### src/rtl/ihex_pkg.sv
`timescale 1ns / 1ps

package ihex_pkg;

   // input item kinds
   localparam logic KIND_CHAR = 1'b0;
   localparam logic KIND_EOL  = 1'b1;

   // result item kinds
   localparam logic RESULT_DATA   = 1'b0;
   localparam logic RESULT_STATUS = 1'b1;

   // record status codes
   localparam logic [2:0] STATUS_OK       = 3'd0;
   localparam logic [2:0] STATUS_SHORT    = 3'd1;
   localparam logic [2:0] STATUS_NO_COLON = 3'd2;
   localparam logic [2:0] STATUS_LENGTH   = 3'd3;
   localparam logic [2:0] STATUS_EOF_CNT  = 3'd4;
   localparam logic [2:0] STATUS_TYPE     = 3'd5;
   localparam logic [2:0] STATUS_CHECKSUM = 3'd6;

   // record types
   localparam logic [7:0] TYPE_DATA = 8'h00;
   localparam logic [7:0] TYPE_EOF  = 8'h01;

   // line format constants
   localparam logic [7:0] CHAR_COLON = 8'h3A;
   localparam logic [7:0] CHAR_UPPER_A = 8'h41;
   localparam logic [7:0] CHAR_ZERO = 8'h30;
   localparam logic [7:0] POS_LIMIT = 8'hFF;
   localparam logic [7:0] MIN_LEN = 8'd11;

   // one result transaction
   typedef struct packed {
      logic        result_kind;
      logic [7:0]  data_byte;
      logic [5:0]  byte_index;
      logic [15:0] load_address;
      logic [7:0]  byte_count;
      logic [7:0]  record_type;
      logic [2:0]  status;
   } rsp_type;

   // digit mapping used by the file format, no validity check
   function automatic logic [7:0] digit_value(input logic [7:0] c);
      logic [7:0] v;
      if (c >= CHAR_UPPER_A && !c[7]) begin
         v = c - CHAR_UPPER_A + 8'd10;
      end else begin
         v = c - CHAR_ZERO;
      end
      return v;
   endfunction

   function automatic logic [7:0] pair_value(input logic [7:0] hi, input logic [7:0] lo);
      logic [7:0] h;
      h = digit_value(hi);
      return {h[3:0], 4'b0000} + digit_value(lo);
   endfunction

endpackage

### src/rtl/intel_hex_record_parser_core.sv
`timescale 1ns / 1ps

// Intel HEX record parser core
//
// Input channel (req_): one transaction per line character (req_kind = 0,
// req_character holds the ASCII code) and one end-of-line transaction
// (req_kind = 1) per line. Result channel (rsp_): one transaction for each
// decoded data byte of a data record, as soon as its digit pair completes,
// and one status transaction at every end of line.
// The accepting edge loads the input register; the decoded result then goes
// to the output register, or to the skid register while the receiver stalls.
// One item is taken per cycle while req_stall is low, whether or not the item
// causes a result; the line decoder updates its state once for each item.
// When the receiver stalls, one further result parks in a skid register;
// after that, req_stall rises and the input register holds until the skid
// entry has moved on to the output. A stalled result holds its payload.
// Reset (synchronous, active high) clears the line state and empties the
// input, output and skid registers; the next character starts a new line.

module intel_hex_record_parser_core #(
   parameter int MAX_DATA = 64
) (
   input  logic        clock,
   input  logic        reset,
   input  logic        req_valid,
   output logic        req_stall,
   input  logic        req_kind,
   input  logic [7:0]  req_character,
   output logic        rsp_valid,
   input  logic        rsp_stall,
   output logic        rsp_result_kind,
   output logic [7:0]  rsp_data_byte,
   output logic [5:0]  rsp_byte_index,
   output logic [15:0] rsp_load_address,
   output logic [7:0]  rsp_byte_count,
   output logic [7:0]  rsp_record_type,
   output logic [2:0]  rsp_status
);

   localparam logic [7:0] MaxData = MAX_DATA[7:0];

   // input register
   logic       in_valid_ff, in_valid_in;
   logic       in_kind_ff, in_kind_in;
   logic [7:0] in_char_ff, in_char_in;

   // line state
   logic [7:0]  char_position_ff, char_position_in;
   logic        line_overflow_ff, line_overflow_in;
   logic [7:0]  upper_digit_ff, upper_digit_in;
   logic [7:0]  pair_sum_ff, pair_sum_in;
   logic [7:0]  last_pair_ff, last_pair_in;
   logic [7:0]  count_field_ff, count_field_in;
   logic [15:0] address_field_ff, address_field_in;
   logic [7:0]  type_field_ff, type_field_in;
   logic        colon_seen_ff, colon_seen_in;

   // output and skid registers
   logic                 out_valid_ff, out_valid_in;
   ihex_pkg::rsp_type    out_ff, out_in;
   logic                 skid_valid_ff, skid_valid_in;
   ihex_pkg::rsp_type    skid_ff, skid_in;

   // decode results
   logic              process;
   logic              res_valid;
   ihex_pkg::rsp_type res;
   logic              out_free;
   logic [7:0]        pair;
   logic [6:0]        pair_idx;
   logic [6:0]        data_idx;
   logic [9:0]        expect_len;
   logic [2:0]        st;

   // the input register advances unless a result has nowhere to go
   assign process   = in_valid_ff && !skid_valid_ff;
   assign req_stall = in_valid_ff && skid_valid_ff;
   assign out_free  = !out_valid_ff || !rsp_stall;

   always_comb begin
      in_valid_in = req_stall ? in_valid_ff : req_valid;
      in_kind_in  = req_stall ? in_kind_ff : req_kind;
      in_char_in  = req_stall ? in_char_ff : req_character;
   end

   // end-of-line status, checks in the file's order
   always_comb begin
      expect_len = {1'b0, count_field_ff, 1'b0} + {2'b00, ihex_pkg::MIN_LEN};
      if (!line_overflow_ff && char_position_ff < ihex_pkg::MIN_LEN) begin
         st = ihex_pkg::STATUS_SHORT;
      end else if (!colon_seen_ff) begin
         st = ihex_pkg::STATUS_NO_COLON;
      end else if (line_overflow_ff) begin
         st = ihex_pkg::STATUS_LENGTH;
      end else if (type_field_ff == ihex_pkg::TYPE_DATA &&
                   (expect_len != {2'b00, char_position_ff} || count_field_ff > MaxData)) begin
         st = ihex_pkg::STATUS_LENGTH;
      end else if (type_field_ff == ihex_pkg::TYPE_EOF && !char_position_ff[0]) begin
         st = ihex_pkg::STATUS_LENGTH;
      end else if (type_field_ff == ihex_pkg::TYPE_EOF && count_field_ff != 8'd0) begin
         st = ihex_pkg::STATUS_EOF_CNT;
      end else if (type_field_ff != ihex_pkg::TYPE_DATA && type_field_ff != ihex_pkg::TYPE_EOF) begin
         st = ihex_pkg::STATUS_TYPE;
      end else if ((~pair_sum_ff + 8'd1) != last_pair_ff) begin
         st = ihex_pkg::STATUS_CHECKSUM;
      end else begin
         st = ihex_pkg::STATUS_OK;
      end
   end

   // line decoder: state update and result for the registered item
   always_comb begin
      char_position_in = char_position_ff;
      line_overflow_in = line_overflow_ff;
      upper_digit_in   = upper_digit_ff;
      pair_sum_in      = pair_sum_ff;
      last_pair_in     = last_pair_ff;
      count_field_in   = count_field_ff;
      address_field_in = address_field_ff;
      type_field_in    = type_field_ff;
      colon_seen_in    = colon_seen_ff;
      res_valid        = 1'b0;
      pair             = ihex_pkg::pair_value(upper_digit_ff, in_char_ff);
      pair_idx         = char_position_ff[7:1] - 7'd1;
      data_idx         = pair_idx - 7'd4;
      res.result_kind  = ihex_pkg::RESULT_DATA;
      res.data_byte    = pair;
      res.byte_index   = data_idx[5:0];
      res.load_address = address_field_ff;
      res.byte_count   = count_field_ff;
      res.record_type  = type_field_ff;
      res.status       = ihex_pkg::STATUS_OK;
      if (process) begin
         if (in_kind_ff == ihex_pkg::KIND_EOL) begin
            res_valid       = 1'b1;
            res.result_kind = ihex_pkg::RESULT_STATUS;
            res.data_byte   = 8'd0;
            res.byte_index  = 6'd0;
            res.status      = st;
            if (st == ihex_pkg::STATUS_SHORT || st == ihex_pkg::STATUS_NO_COLON) begin
               res.load_address = 16'd0;
               res.byte_count   = 8'd0;
               res.record_type  = 8'd0;
            end
            char_position_in = 8'd0;
            line_overflow_in = 1'b0;
            upper_digit_in   = 8'd0;
            pair_sum_in      = 8'd0;
            last_pair_in     = 8'd0;
            count_field_in   = 8'd0;
            address_field_in = 16'd0;
            type_field_in    = 8'd0;
            colon_seen_in    = 1'b0;
         end else if (char_position_ff == ihex_pkg::POS_LIMIT) begin
            line_overflow_in = 1'b1;
         end else begin
            char_position_in = char_position_ff + 8'd1;
            if (char_position_ff == 8'd0) begin
               colon_seen_in = (in_char_ff == ihex_pkg::CHAR_COLON);
            end else if (char_position_ff[0]) begin
               upper_digit_in = in_char_ff;
            end else begin
               pair_sum_in  = pair_sum_ff + last_pair_ff;
               last_pair_in = pair;
               unique case (pair_idx)
                  7'd0: count_field_in = pair;
                  7'd1: address_field_in = {pair, address_field_ff[7:0]};
                  7'd2: address_field_in = {address_field_ff[15:8], pair};
                  7'd3: type_field_in = pair;
                  default: begin
                     res_valid = colon_seen_ff && type_field_ff == ihex_pkg::TYPE_DATA &&
                                 {1'b0, data_idx} < count_field_ff &&
                                 {1'b0, data_idx} < MaxData;
                  end
               endcase
            end
         end
      end
   end

   // output register with one skid entry
   always_comb begin
      out_valid_in  = out_valid_ff;
      out_in        = out_ff;
      skid_valid_in = skid_valid_ff;
      skid_in       = skid_ff;
      if (out_free) begin
         if (skid_valid_ff) begin
            out_valid_in  = 1'b1;
            out_in        = skid_ff;
            skid_valid_in = 1'b0;
         end else begin
            out_valid_in = res_valid;
            out_in       = res;
         end
      end else if (res_valid) begin
         skid_valid_in = 1'b1;
         skid_in       = res;
      end
   end

   // control registers
   always_ff @(posedge clock) begin
      if (reset) begin
         in_valid_ff      <= 1'b0;
         out_valid_ff     <= 1'b0;
         skid_valid_ff    <= 1'b0;
         char_position_ff <= 8'd0;
         line_overflow_ff <= 1'b0;
         upper_digit_ff   <= 8'd0;
         pair_sum_ff      <= 8'd0;
         last_pair_ff     <= 8'd0;
         count_field_ff   <= 8'd0;
         address_field_ff <= 16'd0;
         type_field_ff    <= 8'd0;
         colon_seen_ff    <= 1'b0;
      end else begin
         in_valid_ff      <= in_valid_in;
         out_valid_ff     <= out_valid_in;
         skid_valid_ff    <= skid_valid_in;
         char_position_ff <= char_position_in;
         line_overflow_ff <= line_overflow_in;
         upper_digit_ff   <= upper_digit_in;
         pair_sum_ff      <= pair_sum_in;
         last_pair_ff     <= last_pair_in;
         count_field_ff   <= count_field_in;
         address_field_ff <= address_field_in;
         type_field_ff    <= type_field_in;
         colon_seen_ff    <= colon_seen_in;
      end
   end

   // payload registers
   always_ff @(posedge clock) begin
      in_kind_ff <= in_kind_in;
      in_char_ff <= in_char_in;
      out_ff     <= out_in;
      skid_ff    <= skid_in;
   end

   assign rsp_valid        = out_valid_ff;
   assign rsp_result_kind  = out_ff.result_kind;
   assign rsp_data_byte    = out_ff.data_byte;
   assign rsp_byte_index   = out_ff.byte_index;
   assign rsp_load_address = out_ff.load_address;
   assign rsp_byte_count   = out_ff.byte_count;
   assign rsp_record_type  = out_ff.record_type;
   assign rsp_status       = out_ff.status;

endmodule

### config.mk
export PLATFORM = sky130hd
export DESIGN_NAME = intel_hex_record_parser_core
export DESIGN_NICKNAME = d
export VERILOG_FILES = /design/src/rtl/ihex_pkg.sv /design/src/rtl/intel_hex_record_parser_core.sv
export SDC_FILE = /design/constraint.sdc
export NUM_CORES = 1
export LEC_CHECK = 0
export BUFFER_PORTS_ARGS = -buffer_cell sky130_fd_sc_hd__buf_2
export CORE_MARGIN = 5
export CORE_UTILIZATION = 50
export DETAILED_ROUTE_END_ITERATION = 16
export PLACE_DENSITY = 0.83
export SLEW_MARGIN = 20
export SYNTH_ARGS = -nofsm -noshare
export SYNTH_HDL_FRONTEND = slang
export SYNTH_SLANG_ARGS = --single-unit
### constraint.sdc
create_clock -name clock -period 5.3 [get_ports clock]
set_input_delay 0.795 -clock clock [delete_from_list [all_inputs] [get_ports clock]]
set_output_delay 0.795 -clock clock [all_outputs]
set_load 0.02 [all_outputs]
==> impl_table.tex <==
\begin{tabular}{lr}
\hline
Metric & Value \\
\hline
\multicolumn{2}{l}{\textbf{STA}} \\
\quad Share of the clock period used by the worst path & 75.3\% \\
\quad Highest clock rate & 0.250 GHz \\
\quad Fin Clk Skew & 0.0116 ns \\
\quad Setup TNS & 0 ns \\
\quad Worst-margin pin slew & $\sim$1.0 ns \\
\quad Worst Hold Slack & 0.492 ns \\
\quad Number of endpoints failing setup at the final stage & 0 \\
\quad Unrepaired setup endpoints after global routing & no \\
\quad Max\_slew headroom & 30.9\% \\
\quad Number of hold violations in the final report & 0 \\
\quad Pins Over Slew Limit & 0 \\
\quad Final period demand of the worst path & approximately 4.0 ns \\
\multicolumn{2}{l}{\textbf{Clocking}} \\
\quad Number of levels in the clock H-tree & 4 \\
\quad Number of cells upsized or downsized after cts & 0 \\
\quad Post-CTS repair timing setup buffer count & 0 \\
\quad Clock insertion delay at the later pin of the skew report & 0.44 ns \\
\quad Inserted Clock Buffers & 17 \\
\quad Clk slew on worst S/H paths & 0.07 ns \\
\quad Number of clock sinks seen by CTS & 178 \\
\quad Cell at the root of the clock tree & sky130\_fd\_sc\_hd\_\_clkbuf\_16 \\
\quad Number of hold-repair buffers added at the cts stage & 0 \\
\quad Maximum clock path buffer count & 2 \\
\quad Clock tree from TritonCTS & yes \\
\multicolumn{2}{l}{\textbf{Die}} \\
\quad I/O pin count & between 60 and 70 \\
\quad Die Ht & around 140 um \\
\quad Die area & $\sim$20000 um2 \\
\quad Standard-cell rows & 48 \\
\quad Floorplan die width & 142 um \\
\quad Area of the placeable core & 17200 um2 \\
\quad Initial Utilization & 50.8\% \\
\multicolumn{2}{l}{\textbf{Critical path}} \\
\quad Worst flop-to-flop path endpoint & skid\_ff[30] \\
\quad CP max FO & 42 \\
\quad Worst Setup Path Type & flop to flop \\
\quad Depth of the worst register-to-register path & 13 \\
\quad Crit start category & flop \\
\quad Category of the worst setup path capture point & flop \\
\quad CP Data Required Time & 5.37 ns \\
\quad Critical R2R Launch & char\_position\_ff[2] \\
\quad Worst EP arrival & around 4.1 ns \\
\quad Register-to-Register Setup Slack & 1.31 ns \\
\multicolumn{2}{l}{\textbf{Run}} \\
\quad Reported max-cap violation count & 0 \\
\multicolumn{2}{l}{\textbf{Synth}} \\
\quad Post-synthesis net count & 884 \\
\quad Share of flip-flops with an asynchronous set or reset & 0\% \\
\quad Most common cell in the netlist & sky130\_fd\_sc\_hd\_\_nor2\_1 \\
\quad Leading register cell type out of synthesis & sky130\_fd\_sc\_hd\_\_edfxtp\_1 \\
\quad Number of enable flip-flop cells after synthesis & 109 \\
\quad Post-synth design cell area & about 9000 um2 \\
\quad Warnings, synthesis & 0 \\
\quad Number of instances in the synthesized netlist & between 800 and 900 \\
\quad Yosys cell types & 66 \\
\quad Commonest cells in the synthesized netlist & sky130\_fd\_sc\_hd\_\_nor2\_1 (118), sky130\_fd\_sc\_hd\_\_edfxtp\_1 (109), sky130\_fd\_sc\_hd\_\_dfxtp\_1 (69) \\
\quad Synth area leader & sky130\_fd\_sc\_hd\_\_edfxtp\_1 \\
\quad Flip-flop and latch count after synthesis & 178 \\
\quad Mean Syn Cell Area & 10.5 um2 \\
\quad Area contributors post-synth & sky130\_fd\_sc\_hd\_\_edfxtp\_1 (37\%), sky130\_fd\_sc\_hd\_\_dfxtp\_1 (16\%), sky130\_fd\_sc\_hd\_\_ha\_1 (5.4\%), sky130\_fd\_sc\_hd\_\_nor2\_1 (5.1\%), sky130\_fd\_sc\_hd\_\_mux2i\_1 (3.4\%) \\
\quad Fraction of synthesized cell area taken by the top area cell type & 37.4\% \\
\quad Share of the yosys chip area belonging to registers & between 50\% and 60\% \\
\multicolumn{2}{l}{\textbf{Place}} \\
\quad Number of port buffers & 64 \\
\quad HPWL Detailed & 13.0 mm \\
\quad Number of placed instances with taps included & 1089 \\
\quad RD Place Congestion & between 0.9 and 1 \\
\multicolumn{2}{l}{\textbf{Routing}} \\
\quad Post-route DRC & 0 \\
\quad Routed Wire Length & around 19 mm \\
\quad Detail-routed via count per cell & 5.73 \\
\quad Total iterations of the first detailed-routing run & 6 \\
\quad Antenna viol nets, final & 0 \\
\quad Total via count after detailed routing & 6418 \\
\quad Initial drt markers & approximately 600 \\
\quad WL per Instance & 16.5 um \\
\multicolumn{2}{l}{\textbf{Pwr}} \\
\quad Cell leakage power & 3.86 nW \\
\quad Power Density & $\sim$300 nW/um2 \\
\quad VDD IR-drop max & approximately 0.24 mV \\
\multicolumn{2}{l}{\textbf{Worst hold path}} \\
\quad Worst hold path class & flop to flop \\
\quad Startpoint of the lowest-slack hold path & address\_field\_ff[5] \\
\quad Cells on Worst Hold Path & 2 \\
\quad Terminating pin of the worst hold path & address\_field\_ff[5] \\
\multicolumn{2}{l}{\textbf{Finish}} \\
\quad Final instance count without filler cells & 1120 \\
\quad Net count of the finished layout & 936 \\
\quad Layout overhead on the synthesized area & 12.6\% \\
\quad Number of diodes added for antenna fixing & 0 \\
\quad Share of cells above drive strength 1 & 13.9\% \\
\multicolumn{2}{l}{\textbf{GRT}} \\
\quad Antenna violations before repair & 0 \\
\quad Total overflow reported by the global router & 0 \\
\quad Vias in the first global route & 6069 \\
\quad Pin count of the biggest net entering global routing & 65 \\
\quad First-pass GRT wire length & 30.0 mm \\
\quad Total global routing track utilization & 18.5\% \\
\multicolumn{2}{l}{\textbf{Run status}} \\
\quad Result of the run & finished clean \\
\hline
\end{tabular}
[metal layers]
layer	GRT usage [%]	routed length [um]
met1	24.0	8090
met2	30.5	8790
met3	4.20	1160
met4	6.90	492
met5	0	0
[cell families (layout without fill, tap and decap cells)]
| family | count (synthesis) | after routing | synth area share (%) |
|---|---|---|---|
| mux | 34 | 34 | 3.95 |
| fa+ha+maj | 40 | 40 | 5.89 |
| simple gates | 295 | 295 | 16.0 |
| compound gates | 169 | 169 | 13.2 |
| buf+inv | 71 | 135 | 3.33 |
| flops | 178 | 178 | 53.2 |
| xor+xnor | 44 | 44 | 4.40 |
[worst max path at each step]
stage,startpoint,end,cells after the start
6_report,char_position_ff[2],skid_ff[30],13
4_1_cts,char_position_ff[2],skid_ff[30],13
3_3_place_gp,char_position_ff[2],skid_ff[27],13
2_1_floorplan,char_position_ff[2],skid_ff[0],13
5_1_grt,char_position_ff[2],skid_ff[30],13
3_5_place_dp,char_position_ff[2],skid_ff[28],13
[layout by cell type (no fill, tap or decap), drive strengths merged, types with 15 or more instances in the layout]
master	instances
a21oi	42
a22oi	26
and2	30
buf	72
clkbuf	18
dfxtp	69
edfxtp	109
ha	38
inv	38
mux2i	30
nand2	50
nand3	24
nor2	121
nor3	15
o21ai	34
o31ai	20
xnor2	33
[stage by stage]
stage	utilization, %	instance area (um2)	setup WS (ns)	total power, mW
6_report	57.2	9850	1.31	2.93
5_1_grt	57.2	9850	1.09	3.02
4_1_cts	57.2	9850	1.35	2.95
3_5_place_dp	53.8	9270	1.37	1.72
3_3_place_gp	53.7	9260	1.53	1.71
2_1_floorplan	-	8750	0.398	1.66
[power by group]
group	switching (mW)	internal, mW	total, mW	leakage [nW]
registers	0.0186	1.49	1.51	1.68
logic	0.123	0.0564	0.179	1.89
clock network	0.543	0.702	1.24	0.284
total	0.684	2.25	2.93	3.86
[critical path: stages (launching register included)]
cell	delay, ns
sky130_fd_sc_hd__dfxtp_1	0.58
sky130_fd_sc_hd__inv_1	0.20
sky130_fd_sc_hd__ha_1	0.28
sky130_fd_sc_hd__and3b_1	0.18
sky130_fd_sc_hd__a31oi_1	0.27
sky130_fd_sc_hd__nor2_1	0.20
sky130_fd_sc_hd__xnor2_1	0.28
sky130_fd_sc_hd__inv_1	0.07
sky130_fd_sc_hd__ha_1	0.29
sky130_fd_sc_hd__o211ai_1	0.09
sky130_fd_sc_hd__a311o_1	0.18
sky130_fd_sc_hd__a31oi_1	0.17
sky130_fd_sc_hd__nor2_4	0.30
sky130_fd_sc_hd__buf_4	0.51
[layout make-up]
class	instances	area, um2
multi-input combinational	582	3830
inverter	32	120
clock buffer	18	429
sequential	178	4660
tap	225	282
timing repair buffer	72	380
fill	1394	7380
clock inverter	13	151
[state kept, by name, summed over array words and instances, names as in the netlist]
signal            flops
rsp_byte_count        8
colon_seen_ff         1
char_position_ff      8
pair_sum_ff           8
in_valid_ff           1
skid_valid_ff         1
line_overflow_ff      1
rsp_data_byte         8
rsp_result_kind       1
skid_ff              50
rsp_record_type       8
rsp_status            3
in_kind_ff            1
rsp_valid             1
rsp_load_address     16
address_field_ff     16
rsp_byte_index        6
count_field_ff        8
type_field_ff         8
upper_digit_ff        8
last_pair_ff          8
in_char_ff            8
Note: power is estimated with default switching activity, not from simulation.
